[config.mk]
export PLATFORM = sky130hd
export DESIGN_NAME = fpga_spi_config_loader_core
export DESIGN_NICKNAME = d
export VERILOG_FILES = /design/src/hw/rtl/fsl_pkg.sv /design/src/hw/rtl/fsl_ctrl.sv /design/src/hw/rtl/fsl_serializer.sv /design/src/hw/rtl/fpga_spi_config_loader_core.sv
export VERILOG_INCLUDE_DIRS = /design/src /design/src/hw/rtl
export SDC_FILE = /design/constraint.sdc
export NUM_CORES = 1
export LEC_CHECK = 0
export BUFFER_PORTS_ARGS = -buffer_cell sky130_fd_sc_hd__clkbuf_2
export CORE_MARGIN = 4
export CORE_UTILIZATION = 30
export CTS_CLUSTER_DIAMETER = 150
export DETAILED_ROUTE_END_ITERATION = 6
export GPL_TIMING_DRIVEN = 1
export PLACE_DENSITY_LB_ADDON = 0.12
export SLEW_MARGIN = 30
export SYNTH_ARGS = -nofsm -noshare
export SYNTH_HDL_FRONTEND = slang
export SYNTH_SLANG_ARGS = --single-unit
[constraint.sdc]
create_clock -name clock -period 4.43 [get_ports clock]
set_input_delay 0.443 -clock clock [delete_from_list [all_inputs] [get_ports clock]]
set_output_delay 0.443 -clock clock [all_outputs]
set_load 0.1 [all_outputs]
[src/hw/rtl/assert_macros.svh]
// assertion helpers shared by the rtl modules
`ifndef ASSERT_MACROS_SVH
`define ASSERT_MACROS_SVH

// clocked check, masked while reset is asserted
`define FSL_ASSERT(lbl, clk, rst, prop, msg) \
   lbl: assert property (@(posedge clk) disable iff (rst) (prop)) else $error(msg);

// clocked check that also holds during reset
`define FSL_ASSERT_ALWAYS(lbl, clk, prop, msg) \
   lbl: assert property (@(posedge clk) (prop)) else $error(msg);

`endif

[src/hw/rtl/fsl_pkg.sv]
`timescale 1ns / 1ps

package fsl_pkg;

   // default counter width for the delay counter
   localparam int COUNTER_WIDTH_DEF = 16;

   // field widths
   localparam int OP_W    = 2;
   localparam int BYTE_W  = 8;
   localparam int PHASE_W = 3;
   localparam int TICK_W  = 16;
   localparam int DUMMY_W = 3;
   localparam int BEAT_W  = 6;
   localparam int IDX_W   = 2;

   // operation codes
   localparam logic [OP_W-1:0] OP_START  = 2'd0;
   localparam logic [OP_W-1:0] OP_TICK   = 2'd1;
   localparam logic [OP_W-1:0] OP_BYTE   = 2'd2;
   localparam int OP_FINISH_CODE = 3;
   localparam logic [OP_W-1:0] OP_FINISH = OP_W'(OP_FINISH_CODE);

   // phase codes
   localparam logic [PHASE_W-1:0] PH_IDLE  = 3'd0;
   localparam logic [PHASE_W-1:0] PH_HOLD  = 3'd1;
   localparam logic [PHASE_W-1:0] PH_BOOT  = 3'd2;
   localparam logic [PHASE_W-1:0] PH_READY = 3'd3;
   localparam logic [PHASE_W-1:0] PH_CONF  = 3'd4;
   localparam logic [PHASE_W-1:0] PH_FAIL  = 3'd5;

   // register indexes
   localparam logic [IDX_W-1:0] REG_RESET_HOLD = 2'd0;
   localparam logic [IDX_W-1:0] REG_BOOT_WAIT  = 2'd1;
   localparam logic [IDX_W-1:0] REG_DUMMY      = 2'd2;

   // register reset values
   localparam logic [TICK_W-1:0]  RESET_HOLD_DEF = 16'd16;
   localparam logic [TICK_W-1:0]  BOOT_WAIT_DEF  = 16'd24000;
   localparam logic [DUMMY_W-1:0] DUMMY_DEF      = 3'd7;

   // last beat index of one serial byte and the all-ones filler
   localparam logic [BEAT_W-1:0] BYTE_BEATS_M1 = 6'd7;
   localparam logic [BYTE_W-1:0] FILL_BYTE     = 8'hFF;

   // one decoded item waiting to be played out as results
   typedef struct packed {
      logic [BYTE_W-1:0]  shifter;
      logic [BEAT_W-1:0]  beats;
      logic               pulse;
      logic               reset_level;
      logic               select_level;
      logic [PHASE_W-1:0] phase_code;
      logic               rejected;
   } job_type;

endpackage

[src/hw/rtl/fsl_ctrl.sv]
`timescale 1ns / 1ps
`include "assert_macros.svh"

module fsl_ctrl #(
   parameter int COUNTER_WIDTH = fsl_pkg::COUNTER_WIDTH_DEF
) (
   input  logic                          clock,
   input  logic                          reset,
   input  logic                          csr_we,
   input  logic [fsl_pkg::IDX_W-1:0]     csr_index,
   input  logic [fsl_pkg::TICK_W-1:0]    csr_wdata,
   input  logic                          accept,
   input  logic [fsl_pkg::OP_W-1:0]      operation,
   input  logic [fsl_pkg::BYTE_W-1:0]    data_byte,
   input  logic                          done_pin,
   output fsl_pkg::job_type              job
);

   localparam int CMP_W = (COUNTER_WIDTH > fsl_pkg::TICK_W) ? COUNTER_WIDTH : fsl_pkg::TICK_W;

   logic [fsl_pkg::TICK_W-1:0]  hold_ff;
   logic [fsl_pkg::TICK_W-1:0]  boot_ff;
   logic [fsl_pkg::DUMMY_W-1:0] dummy_ff;

   logic [fsl_pkg::PHASE_W-1:0] phase_ff, phase_in;
   logic [COUNTER_WIDTH-1:0]    delay_ff, delay_in;
   logic                        rst_ff, rst_in;
   logic                        sel_ff, sel_in;

   logic [COUNTER_WIDTH-1:0]    count_next;
   logic [fsl_pkg::TICK_W-1:0]  limit;
   logic                        tick_hit;
   logic                        rej;
   logic                        pulse;
   logic [fsl_pkg::BEAT_W-1:0]  beats;
   logic [fsl_pkg::BYTE_W-1:0]  shifter;

   // configuration registers
   always_ff @(posedge clock) begin
      if (reset) begin
         hold_ff  <= fsl_pkg::RESET_HOLD_DEF;
         boot_ff  <= fsl_pkg::BOOT_WAIT_DEF;
         dummy_ff <= fsl_pkg::DUMMY_DEF;
      end else if (csr_we) begin
         case (csr_index)
            fsl_pkg::REG_RESET_HOLD: hold_ff  <= csr_wdata;
            fsl_pkg::REG_BOOT_WAIT:  boot_ff  <= csr_wdata;
            fsl_pkg::REG_DUMMY:      dummy_ff <= csr_wdata[fsl_pkg::DUMMY_W-1:0];
            default: ;
         endcase
      end
   end

   // delay counter compare, a zero limit ends the wait on the first tick
   assign count_next = delay_ff + 1'b1;
   assign limit      = (phase_ff == fsl_pkg::PH_HOLD) ? hold_ff : boot_ff;
   assign tick_hit   = (CMP_W'(count_next) >= CMP_W'(limit)) || (&count_next);

   // next phase and line levels for the offered item
   always_comb begin
      phase_in = phase_ff;
      delay_in = delay_ff;
      rst_in   = rst_ff;
      sel_in   = sel_ff;
      rej      = 1'b0;
      pulse    = 1'b0;
      beats    = '0;
      shifter  = data_byte;
      case (operation)
         fsl_pkg::OP_START: begin
            if (phase_ff == fsl_pkg::PH_IDLE || phase_ff == fsl_pkg::PH_CONF ||
                phase_ff == fsl_pkg::PH_FAIL) begin
               rst_in   = 1'b0;
               sel_in   = 1'b0;
               delay_in = '0;
               phase_in = fsl_pkg::PH_HOLD;
            end else begin
               rej = 1'b1;
            end
         end
         fsl_pkg::OP_TICK: begin
            if (phase_ff == fsl_pkg::PH_HOLD || phase_ff == fsl_pkg::PH_BOOT) begin
               if (tick_hit) begin
                  delay_in = '0;
                  if (phase_ff == fsl_pkg::PH_HOLD) begin
                     phase_in = fsl_pkg::PH_BOOT;
                     rst_in   = 1'b1;
                  end else begin
                     phase_in = fsl_pkg::PH_READY;
                  end
               end else begin
                  delay_in = count_next;
               end
            end
         end
         fsl_pkg::OP_BYTE: begin
            if (phase_ff == fsl_pkg::PH_READY) begin
               pulse = 1'b1;
               beats = fsl_pkg::BYTE_BEATS_M1;
            end else begin
               rej = 1'b1;
            end
         end
         fsl_pkg::OP_FINISH: begin
            if (phase_ff != fsl_pkg::PH_READY) begin
               rej = 1'b1;
            end else if (!done_pin) begin
               phase_in = fsl_pkg::PH_FAIL;
            end else begin
               phase_in = fsl_pkg::PH_CONF;
               if (dummy_ff != '0) begin
                  pulse   = 1'b1;
                  shifter = fsl_pkg::FILL_BYTE;
                  beats   = {dummy_ff, 3'b000} - 1'b1;
               end
            end
         end
         default: ;
      endcase
   end

   // sequencing state, moves only when an item is taken
   always_ff @(posedge clock) begin
      if (reset) begin
         phase_ff <= fsl_pkg::PH_IDLE;
         delay_ff <= '0;
         rst_ff   <= 1'b1;
         sel_ff   <= 1'b1;
      end else if (accept) begin
         phase_ff <= phase_in;
         delay_ff <= delay_in;
         rst_ff   <= rst_in;
         sel_ff   <= sel_in;
      end
   end

   // decoded job for the serializer
   always_comb begin
      job.shifter      = shifter;
      job.beats        = beats;
      job.pulse        = pulse;
      job.reset_level  = rst_in;
      job.select_level = sel_in;
      job.phase_code   = phase_in;
      job.rejected     = rej;
   end

   `FSL_ASSERT(a_rst_released, clock, reset, (phase_ff == fsl_pkg::PH_BOOT || phase_ff == fsl_pkg::PH_READY) |-> rst_ff, "reset line low after hold phase")
   `FSL_ASSERT(a_sel_active, clock, reset, (phase_ff != fsl_pkg::PH_IDLE) |-> !sel_ff, "select released after start")
   `FSL_ASSERT(a_delay_idle, clock, reset, (phase_ff != fsl_pkg::PH_HOLD && phase_ff != fsl_pkg::PH_BOOT) |-> (delay_ff == '0), "delay counter not cleared outside waits")

endmodule

[src/hw/rtl/fsl_serializer.sv]
`timescale 1ns / 1ps
`include "assert_macros.svh"

module fsl_serializer (
   input  logic             clock,
   input  logic             reset,
   input  logic             accept,
   input  fsl_pkg::job_type job_in,
   output logic             job_free,
   output logic             rsp_tvalid,
   input  logic             rsp_tready,
   output logic             rsp_mosi,
   output logic             rsp_pulse,
   output logic             rsp_reset_level,
   output logic             rsp_select_level,
   output logic [fsl_pkg::PHASE_W-1:0] rsp_phase,
   output logic             rsp_rejected,
   output logic             rsp_last
);

   fsl_pkg::job_type job_ff;
   logic             job_valid_ff;
   logic             rsp_valid_ff;
   logic             beat_go;
   logic             job_done;

   // one beat leaves the job whenever the result register can take it
   assign beat_go  = job_valid_ff && (!rsp_valid_ff || rsp_tready);
   assign job_done = beat_go && (job_ff.beats == '0);
   assign job_free = !job_valid_ff || job_done;

   // job register
   always_ff @(posedge clock) begin
      if (reset) begin
         job_valid_ff <= 1'b0;
      end else if (accept) begin
         job_valid_ff <= 1'b1;
      end else if (job_done) begin
         job_valid_ff <= 1'b0;
      end
   end

   always_ff @(posedge clock) begin
      if (accept) begin
         job_ff <= job_in;
      end else if (beat_go) begin
         job_ff.shifter <= {job_ff.shifter[fsl_pkg::BYTE_W-2:0],
                            job_ff.shifter[fsl_pkg::BYTE_W-1]};
         job_ff.beats   <= job_ff.beats - 1'b1;
      end
   end

   // result register
   always_ff @(posedge clock) begin
      if (reset) begin
         rsp_valid_ff <= 1'b0;
      end else if (beat_go) begin
         rsp_valid_ff <= 1'b1;
      end else if (rsp_tready) begin
         rsp_valid_ff <= 1'b0;
      end
   end

   always_ff @(posedge clock) begin
      if (beat_go) begin
         rsp_mosi         <= job_ff.pulse & job_ff.shifter[fsl_pkg::BYTE_W-1];
         rsp_pulse        <= job_ff.pulse;
         rsp_reset_level  <= job_ff.reset_level;
         rsp_select_level <= job_ff.select_level;
         rsp_phase        <= job_ff.phase_code;
         rsp_rejected     <= job_ff.rejected;
         rsp_last         <= (job_ff.beats == '0);
      end
   end

   assign rsp_tvalid = rsp_valid_ff;

   `FSL_ASSERT(a_mosi_pulse, clock, reset, (rsp_valid_ff && rsp_mosi) |-> rsp_pulse, "mosi high without clock pulse")
   `FSL_ASSERT(a_rej_nopulse, clock, reset, (rsp_valid_ff && rsp_rejected) |-> (!rsp_pulse && rsp_last), "rejected item with pulses")
   `FSL_ASSERT(a_free_last, clock, reset, job_free |-> (!job_valid_ff || job_ff.beats == '0), "new item taken while beats remain")

endmodule

[src/hw/rtl/fpga_spi_config_loader_core.sv]
`timescale 1ns / 1ps
// channel | direction | payload
// req     | in        | tuser: operation ; tdata: data_byte, done_pin
// rsp     | out       | tuser: clock_pulse, rejected ; tdata: mosi, reset/select, phase
// csr     | in        | write enable, register index, write data
//
// an item is decoded and takes effect in the cycle it is accepted
// results then leave at one per cycle while rsp_tready holds: one for most items, one per
// bit for a byte and per dummy byte on a good finish; the serializer beat counter sets this
// the next item is taken in the cycle the final result of the previous one
// moves into the result register, so a stalled rsp side stalls req only then
// reset is synchronous: phase idle, both lines high, registers at defaults
module fpga_spi_config_loader_core #(
   parameter int COUNTER_WIDTH = fsl_pkg::COUNTER_WIDTH_DEF
) (
   input  logic                       clock,
   input  logic                       reset,
   input  logic                       req_tvalid,
   output logic                       req_tready,
   input  logic [15:0]                req_tdata,  // [7:0] data_byte, [8] done_pin
   input  logic [fsl_pkg::OP_W-1:0]   req_tuser,  // [1:0] operation
   output logic                       rsp_tvalid,
   input  logic                       rsp_tready,
   output logic [7:0]                 rsp_tdata,  // [0] mosi, [1] reset_level,
                                                  // [2] select_level, [5:3] phase_code
   output logic [1:0]                 rsp_tuser,  // [0] clock_pulse, [1] rejected
   output logic                       rsp_tlast,
   input  logic                       csr_we,
   input  logic [fsl_pkg::IDX_W-1:0]  csr_index,
   input  logic [fsl_pkg::TICK_W-1:0] csr_wdata
);

   fsl_pkg::job_type            job;
   logic                        req_accept;
   logic                        job_free;
   logic                        mosi;
   logic                        pulse;
   logic                        reset_level;
   logic                        select_level;
   logic [fsl_pkg::PHASE_W-1:0] phase_code;
   logic                        rejected;

   assign req_tready = job_free;
   assign req_accept = req_tvalid && job_free;

   // phase sequencing and item decode
   fsl_ctrl #(
      .COUNTER_WIDTH(COUNTER_WIDTH)
   ) u_ctrl (
      .clock     (clock),
      .reset     (reset),
      .csr_we    (csr_we),
      .csr_index (csr_index),
      .csr_wdata (csr_wdata),
      .accept    (req_accept),
      .operation (req_tuser),
      .data_byte (req_tdata[7:0]),
      .done_pin  (req_tdata[8]),
      .job       (job)
   );

   // beat playout and result register
   fsl_serializer u_ser (
      .clock            (clock),
      .reset            (reset),
      .accept           (req_accept),
      .job_in           (job),
      .job_free         (job_free),
      .rsp_tvalid       (rsp_tvalid),
      .rsp_tready       (rsp_tready),
      .rsp_mosi         (mosi),
      .rsp_pulse        (pulse),
      .rsp_reset_level  (reset_level),
      .rsp_select_level (select_level),
      .rsp_phase        (phase_code),
      .rsp_rejected     (rejected),
      .rsp_last         (rsp_tlast)
   );

   // result packing
   assign rsp_tdata = {2'b00, phase_code, select_level, reset_level, mosi};
   assign rsp_tuser = {rejected, pulse};

endmodule

Word level (Yosys, flattened, before mapping)

Index checks and enable logic that the tools add are counted.

Latch bits: 0
Bits of input ports: 41
Memories kept: 0
Flip-flop bits (word level): 88
Memory bits (writable): 0
Memory bits (read-only): 0

Divide/modulo/power cells: 0
Add/sub/neg operators: 3
Magnitude comparators: 1
Shifts and indexed selects: 0
Bitwise operators: 1
Reductions and logical operators: 25
Equal/unequal tests: 13
Multipliers: 0
Muxes and demuxes: 43

Operators by type and width:

| kind                                                               | count |
|---|---|
| 16-bit two-way mux                                                 | 4 |
| 8-bit two-way mux                                                  | 4 |
| 16-bit case mux with 2 select lines                                | 1 |
| 14-bit two-way mux                                                 | 2 |
| 1-bit two-way mux                                                  | 19 |
| 6-bit two-way mux                                                  | 3 |
| 16-bit by 1-bit adder with 16-bit output, second input constant    | 1 |
| 16-bit greater-or-equal comparator                                 | 1 |
| 16-bit AND reduction                                               | 1 |
| 3-bit two-way mux                                                  | 5 |
| 6-bit case mux with 2 select lines                                 | 1 |
| 6-bit by 1-bit subtractor with 6-bit output, second input constant | 2 |
| 3-bit case mux with 3 select lines                                 | 1 |
| 2-bit nonzero test                                                 | 4 |
| 2-bit == test, second input constant                               | 3 |
| 3-bit by 2-bit == test with 1-bit output, second input constant    | 2 |
| 3-bit == test, second input constant                               | 2 |
| 6-bit logical NOT                                                  | 1 |
| 1-bit logical OR                                                   | 6 |
| 2-bit AND reduction                                                | 3 |
| 2-bit by 1-bit == test with 1-bit output, second input constant    | 2 |
| 2-bit logical NOT                                                  | 2 |
| 2-bit by 1-bit != test with 1-bit output, second input constant    | 2 |
| 1-bit case mux with 2 select lines                                 | 2 |
| other kinds (9)                                                    | 12 |

Longest topological paths before layout

Gate-level depths: netlist of run 1.

Word-level depth: 7
Gate-level depth with buffers: 15

Modules after synthesis

Synthesis of run 1 repeated with hierarchy kept, for this count alone.

Cells, all modules: 492
Area total of the unflattened synthesis: 4,625.7 sq um

By module, submodules not included:

| module                      | cells each | seq. area each (sq um) | area each (sq um) | times used |
|---|---|---|---|---|
| fsl_ctrl                    | 406        | 1,121.1                | 3,298.2           | 1 |
| fsl_serializer              | 77         | 940.9                  | 1,265.0           | 1 |
| fpga_spi_config_loader_core | 9          | 0.0                    | 62.6              | 1 |

Worst setup path after synthesis of run 1

OpenSTA, ideal clock, no wires.

Path kind: register -> register
From: register u_ctrl.phase_ff[0] (netlist bit)
To: register u_ctrl.phase_ff[0] (netlist bit)
Library setup time: 0.103 ns
Path slack: 0.825 ns
Data required time: 4.327 ns
Buffers on the path: 3
Stages on the path, launching flop included: 15
Arrival: 3.502 ns
Cells stage by stage: dfxtp_1 -> nor2b_1 -> clkbuf_1 -> and2_1 -> clkbuf_1 -> buf_2 -> mux2i_1 -> ha_1 -> a211oi_1 -> o21ai_0 -> a221oi_1 -> o211ai_1 -> a211oi_2 -> nor2_1 -> a2111oi_2

Longest elaborated chain between the ends: 7
Elaborated cells on any way between the ends: 18
Those cells by class: order compare (1); eq/ne (5); mux (7); reduce/logical (5)

Ends and longest elaborated chain:

| what                                     | RTL line                                       | RTL |
|---|---|---|
| start, declared                          | fsl_ctrl.sv:25                                 | `logic [fsl_pkg::PHASE_W-1:0] phase_ff, phase_in;` |
| start signal, assigned                   | fsl_ctrl.sv:125                                | `phase_ff <= fsl_pkg::PH_IDLE;` |
| start signal, assigned                   | fsl_ctrl.sv:130                                | `phase_ff <= phase_in;` |
| 3-bit by 1-bit == test with 1-bit output | fsl_ctrl.sv:56, fsl_ctrl.sv:82, fsl_ctrl.sv:85 |  |
| 16-bit two-way mux                       | fsl_ctrl.sv:56                                 | `assign limit = (phase_ff == fsl_pkg::PH_HOLD) ? hold_ff : boot_ff;` |
| 16-bit greater-or-equal comparator       | fsl_ctrl.sv:57                                 | `assign tick_hit = (CMP_W'(count_next) >= CMP_W'(limit)) \|\| (&count_next);` |
| 1-bit logical OR                         | fsl_ctrl.sv:57                                 |  |
| 3-bit two-way mux                        | fsl_ctrl.sv:83                                 | `if (tick_hit) begin` |
| 3-bit two-way mux                        | fsl_ctrl.sv:82                                 | `if (phase_ff == fsl_pkg::PH_HOLD \|\| phase_ff == fsl_pkg::PH_BOOT) begin` |
| 3-bit case mux with 3 select lines *     | fsl_ctrl.sv:69                                 | `case (operation)` |

Every way passes the cells marked *; elsewhere a longest branch is shown, timed or not.
A chain may end at the register's enable or synchronous reset.

==> results of run 1 <==
cell usage after synthesis (2+ instances only):
| cell | count | area (um^2) |
|---|---|---|
| a211o_1 | 2 | 17.5 |
| a211oi_1 | 2 | 15.0 |
| a21o_1 | 6 | 45.0 |
| a21oi_1 | 49 | 245 |
| a31oi_1 | 5 | 31.3 |
| and2_1 | 3 | 18.8 |
| and3_1 | 3 | 18.8 |
| and3b_1 | 3 | 26.3 |
| and4_1 | 3 | 26.3 |
| buf_2 | 9 | 45.0 |
| buf_4 | 7 | 52.6 |
| clkbuf_1 | 21 | 78.8 |
| dfxtp_1 | 58 | 1160 |
| edfxtp_1 | 30 | 901 |
| ha_1 | 22 | 275 |
| inv_1 | 14 | 52.6 |
| mux2i_1 | 16 | 160 |
| nand2_1 | 110 | 413 |
| nand2b_1 | 3 | 18.8 |
| nand3_1 | 20 | 100 |
| nand3_2 | 2 | 20.0 |
| nand3b_1 | 11 | 82.6 |
| nand4_1 | 3 | 18.8 |
| nand4b_1 | 2 | 17.5 |
| nor2_1 | 27 | 101 |
| nor2b_1 | 7 | 43.8 |
| nor3_1 | 8 | 40.0 |
| nor4_1 | 3 | 18.8 |
| o211ai_1 | 2 | 15.0 |
| o21a_1 | 2 | 15.0 |
| o21ai_0 | 19 | 95.1 |
| o31ai_1 | 3 | 22.5 |
| or3_1 | 6 | 37.5 |
| or3b_2 | 2 | 17.5 |
| xnor2_1 | 9 | 78.8 |
| xor2_1 | 11 | 96.3 |
cells in the final DEF, fill, tap and decap left out, types with 2 or more instances in the layout:
cell / synthesis / layout
or3_1: 6 / 6
and2_1: 3 / 3
a211o_1: 2 / 2
clkbuf_16: 0 / 9
nand2_1: 110 / 110
ha_1: 22 / 22
clkbuf_2: 1 / 44
a31oi_1: 5 / 5
o21a_1: 2 / 2
xnor2_1: 9 / 9
edfxtp_1: 30 / 30
nand4_1: 3 / 3
o21ai_0: 19 / 19
o31ai_1: 3 / 3
and3_1: 3 / 3
mux2i_1: 16 / 16
nand2b_1: 3 / 3
conb_1: 1 / 2
buf_4: 7 / 7
a21o_1: 6 / 6
xor2_1: 11 / 11
dfxtp_1: 58 / 58
inv_1: 14 / 14
nor2b_1: 7 / 6
clkinvlp_4: 0 / 3
nand3_2: 2 / 2
a211oi_1: 2 / 2
a21oi_1: 49 / 49
and4_1: 3 / 3
or3b_2: 2 / 2
nor3_1: 8 / 8
clkinv_1: 0 / 2
nand4b_1: 2 / 2
nor2_1: 27 / 27
and3b_1: 3 / 3
nand3_1: 20 / 20
nand3b_1: 11 / 11
nor4_1: 3 / 3
o211ai_1: 2 / 2
per-layer routing:
layer | part of all wire (%) | vias up | wire, um
li1 | - | 1880 | -
met1 | 48 | 1692 | 5100
met2 | 47 | 57 | 4990
met3 | 3.9 | 13 | 411
met4 | 1.5 | 0 | 161
met5 | 0 | - | 0
critical path: cells and delay by family, from the launching register on:
family	cells	cell delay [ps]
flops	1	490
simple gates	5	1070
xor+xnor	1	230
compound gates	6	1530
fa+ha+maj	1	290
cell families (layout without fill, tap and decap cells):
group,count (synthesis),after routing
multiplexers,17,17
AO/OA/AOI/OAI,104,104
flip-flops,88,88
AND/OR/NAND/NOR,223,223
adder cells (fa/ha/maj),22,22
other,1,2
XOR/XNOR,20,20
buffers and inverters,53,81
through the flow:
stage | power, mW | instance area (um^2) | worst slack, ps | std cells
global placement | 1.16 | 4980 | 668 | 729
finish | 1.85 | 5260 | 556 | 745
floorplan | 1.10 | 4660 | 825 | 529
detailed placement | 1.16 | 4980 | 573 | 729
global route | 1.94 | 5260 | 133 | 745
CTS | 1.89 | 5260 | 566 | 745
cell type report:
cell class | count | area (um^2) | area share, %
multi-input cells | 388 | 2360 | 44.9
flip-flops and latches | 88 | 2060 | 39.2
repair buffers | 51 | 273 | 5.19
well taps | 188 | 235 | 4.47
clock buffers | 9 | 225 | 4.28
inverters | 14 | 52.6 | 0.999
clock inverters | 7 | 47.5 | 0.904
flip-flops by register name (all words and copies together), names as in the netlist, 3 cells and up:
signal           count
u_ctrl.dummy_ff      3
u_ctrl.hold_ff      16
u_ctrl.delay_ff     16
u_ctrl.boot_ff      16
u_ctrl.phase_ff      3
u_ser.rsp_phase      3
u_ser.job_ff        21
power groups by stage:
| stage | registers, mW | clock network (mW) | logic [mW] |
|---|---|---|---|
| 3_5_place_dp | 0.932 | 0 | 0.230 |
| 4_1_cts | 0.915 | 0.741 | 0.231 |
| 6_report | 0.914 | 0.711 | 0.227 |
| 2_1_floorplan | 0.948 | 0 | 0.157 |
| 5_1_grt | 0.920 | 0.766 | 0.252 |
| 3_3_place_gp | 0.931 | 0 | 0.227 |
how the worst min path moves through the flow:
| stage | from | slack [ps] | cells past startpoint | endpoint |
|---|---|---|---|---|
| 6_report | csr_wdata[12] | 320 | 3 | u_ctrl.hold_ff[12] |
| 5_1_grt | csr_wdata[4] | 320 | 3 | u_ctrl.hold_ff[4] |
| 4_1_cts | csr_wdata[12] | 310 | 3 | u_ctrl.hold_ff[12] |
| 3_5_place_dp | u_ser.job_ff[2] | 400 | 0 | u_ser.rsp_phase[1] |
| 3_3_place_gp | u_ser.job_ff[2] | 400 | 0 | u_ser.rsp_phase[1] |
| 2_1_floorplan | u_ser.job_ff[1] | 400 | 0 | u_ser.rsp_phase[0] |
==> results.cfg, run 1 <==
[worst_setup_path]
crit_path_cell_trace = nand4_1, nor2_1, nand3_1, nor2_1, xor2_1, ha_1, a211oi_1, o21ai_0, a221oi_1, o211ai_1, a21o_1, a311oi_1, nor2_1
worst_path_most_repeated_cell = nor2_1
crit_slowest_cell = dfxtp_1
crit_path_start_kind = register
endpoint = u_ser.job_ff[1]
arrival_ps = 3960
slowest_delay_ps = 490
critPathLaunch = u_ctrl.delay_ff[0]
crit_fanout = 9
r2r_end = u_ser.job_ff[1]
worstPathRequired_ps = 4520
rr_worst_depth = 13
rrSetupSlack_ps = 560
reg2reg_from = u_ctrl.delay_ff[0]
criticalPathCategory = reg2reg
critPathCaptureType = register

[sta]
slew_headroom_pct = 51.1
hold_viol = 0
setup_viol = 0
fin_crit_ps = 3870
fmaxAchievable_mhz = 258
post-route-period-util_pct = 87.4
worst_pin_slew_ps = 731
final-max-slew-violation-count = 0
skew_ps = 7.55
whs_ps = 321
setup_tns_ps = 0
rsz0062_at_grt = false

[logic_synthesis]
ys.flop_type = dfxtp_1
netlist_instances = 528
async_reset_ff_share_pct = 0
synth_edf_count = 30
synth_simple_gate_area_share_pct = 23.3
synth_fa_ha_area_share_pct = 5.91
synth-compound-area-share_pct = 13.9
synth_top_family_by_area = simple AND/OR/NAND/NOR gates
ys_types = 61
synthMuxAreaShare_pct = 3.68
yosysSeqAreaShare_pct = 44.3
ys_ff_latch = 88
ys_warn_count = 0
syn_area_mm2 = 0.00466
avgSynthCellArea_um2 = 8.82
synth_xor_area_share_pct = 3.76

[power_and_ir_drop]
swShare_pct = 27.8
seq_power_share_pct = 49.4
power_frac_comb_pct = 12.3
p_sw_mw = 0.514
p_int_mw = 1.34
clockPowerShare_pct = 38.4
power-per-cell-area_mw_per_mm2 = 352
ir_worst_vdd_mv = 0.196
p_leak_nw = 2.04

[cells_and_area]
synthToLayoutAreaGrowth_pct = 12.9
fin_nets = 615
n_fill_cell = 1611
final_core_util_pct = 34.6
drive_gt1_share_pct = 14.2
antenna_cells = 0

[clock_network]
clkTransAtPathRegs_ps = 60
ctsResizeCount = 0
htree_levels = 3
cts_sinks = 88
clk_latency_ps = 350
clock_path_buffers = 2
cts_root_buffer = clkbuf_16
cts_setup_buffers = 0
cts_made_buffers = 9
hold_buffers = 0
cts_tree = done

[detailed_routing]
drt_pass1_iterations = 4
wirelength_um = 10700
viasPerCell = 4.89
routedWlPerCell_um = 14.3
ant_nets = 0
drc_errors = 0
drt_iter0_drc = 283
vias = 3642

[placement]
port_buffers = 44
place_congestion = 0.755
dp_hpwl_um = 7550

[grt]
grt.total_usage_pct = 12.6
overflow = 0
antenna_found_initial = 0
grt_pass1_wl_um = 17700
met1_usage_pct = 16.0
met2_usage_pct = 20.2
grt_pass1_vias = 3544
grt_max_degree = 35
grt.busiest_layer = met2
use_met3_pct = 3.50

[flow_run]
maxCapViolCount = 0

[floorplan]
die_w_um = 133
core_mm2 = 0.0152
dieArea_mm2 = 0.0176
rows = 45
pin_count = 54
initial_core_util_pct = 30.6
chipHeight_um = 133

[hold_path]
hp-class = in2reg

[run_status]
status = completed
No activity file was read; power rests on OpenSTA's default activity.
==> run 2: changes to the inputs <==
- RECOVER_POWER: default -> 25
==> run 2 against run 1 <==
  * The flow now finishes with violations (max-capacitance violations, max-slew violations)
  * Flip-flop and latch count did not move
  * Core utilization fell by 0.082 points
  * Routed wire length barely moved
  * Clock power barely moved
  * Global-route usage did not move
  * Hold slack improved by 2.1 ps
  * Sequential share of layout area rose by 0.093 points
  * Non-clock buffer count did not move
  * Register-to-register slack barely moved
  * Via count fell by 0.27%
==> results.cfg, run 2 (synthesized netlist as in run 1, its figures left out) <==
[cells_and_area]
antenna_cells = 0
synthToLayoutAreaGrowth_pct = 12.7
seq_area_mm2 = 0.00206
layout_commonest_cell = nand2_1
largest_reg_flops = 21
multi_input_area_mm2 = 0.00236
design_area_mm2 = 0.00525
top_register = u_ser.job_ff
layout_common_cells = nand2_1, dfxtp_1, a21oi_1, clkbuf_2, edfxtp_1
final_core_util_pct = 34.5
fin_nets = 615
n_fill_cell = 1615
drive_gt1_share_pct = 13.3

[worst_setup_path]
crit_fanout = 9
rr_worst_depth = 13
slowest_delay_ps = 490
critPathCaptureType = register
crit_slowest_cell = dfxtp_1
criticalPathCategory = reg2reg
worstPathRequired_ps = 4520
crit_path_start_kind = register
worst_path_most_repeated_cell = nor2_1
crit_path_cell_trace = nand4_1, nor2_1, nand3_1, nor2_1, xor2_1, ha_1, a211oi_1, o21ai_0, a221oi_1, o211ai_1, a21o_1, a311oi_1, nor2_1
arrival_ps = 3960

[clock_network]
htree_levels = 3
cts_root_buffer = clkbuf_16
cts_made_buffers = 9
cts_tree = done
clkTransAtPathRegs_ps = 60
hold_buffers = 0
ctsResizeCount = 0
clk_latency_ps = 350
cts_sinks = 88
clock_path_buffers = 2
cts_setup_buffers = 0

[placement]
port_buffers = 44
place_congestion = 0.755
dp_hpwl_um = 7550
post_dp_cell_area_mm2 = 0.00498

[grt]
antenna_found_initial = 0
met2_usage_pct = 20.2
use_met3_pct = 3.50
overflow = 0
grt_max_degree = 35
grt.total_usage_pct = 12.6
grt_pass1_wl_um = 17700
grt_pass1_vias = 3544
grt.busiest_layer = met2
met1_usage_pct = 16.0

[floorplan]
pin_count = 54
die_w_um = 133
chipHeight_um = 133
initial_core_util_pct = 30.6
core_mm2 = 0.0152
dieArea_mm2 = 0.0176
rows = 45

[sta]
fin_crit_ps = 3870
skew_ps = 7.52
setup_tns_ps = 0
worst_pin_slew_ps = 1500
fmaxAchievable_mhz = 258
rsz0062_at_grt = false
final-max-slew-violation-count = 34
hold_viol = 0
post-route-period-util_pct = 87.4
slew_headroom_pct = -0.210
setup_viol = 0

[detailed_routing]
vias = 3632
viasPerCell = 4.88
drt_pass1_iterations = 4
routedWlPerCell_um = 14.3
wirelength_um = 10700
drc_errors = 0
ant_nets = 0
drt_iter0_drc = 291

[run_status]
status = finished, violations left
violations = max-capacitance violations, max-slew violations

[hold_path]
worstHoldPathCells = 3
hp-class = in2reg

[flow_run]
maxCapViolCount = 1

[power_and_ir_drop]
fin_total_pwr_mw = 1.85
power-per-cell-area_mw_per_mm2 = 352
p_leak_nw = 2.03
ir_worst_vdd_mv = 0.202
## run 2: metrics by stage
step	hold slack (ps)	std cells	setup WS, ps
after floorplan	400	529	825
after global placement	401	729	668
after detailed placement	405	729	573
after CTS	308	745	566
after global routing	320	745	122
final	323	745	559
## run 2: final timing paths
path | start | end | slack [ps]
max | u_ctrl.delay_ff[0] | u_ser.job_ff[1] | 560
min | csr_wdata[12] | u_ctrl.hold_ff[12] | 320
max reg2reg | u_ctrl.delay_ff[0] | u_ser.job_ff[1] | 560
min reg2reg | u_ser.job_ff[2] | u_ser.rsp_phase[1] | 420
## run 2: critical path: cells and delay by family (launching register included)
kind | cells | cell delay (ps)
AO/OA/AOI/OAI | 6 | 1520
AND/OR/NAND/NOR | 5 | 1070
flip-flops | 1 | 490
adder cells (fa/ha/maj) | 1 | 290
XOR/XNOR | 1 | 230
## run 2: layout make-up
| cell class | count | area share [%] |
|---|---|---|
| clock buffer | 9 | 4.29 |
| clock inverter | 7 | 0.906 |
| inverter | 14 | 1.00 |
| multi-input combinational | 388 | 45.0 |
| sequential | 88 | 39.3 |
| tap | 188 | 4.48 |
| timing repair buffer | 51 | 5.01 |
## run 2: routing by layer
metal	vias to the layer above	part of all wire [%]
met1	1682	48
met3	13	4.0
met2	55	46
met5	-	0
met4	0	1.5
li1	1882	-
## run 2: power breakdown
part           internal [mW]  switching, mW
clock                  0.379          0.330
combinational         0.0682          0.158
sequential             0.890         0.0247
total                   1.34          0.512
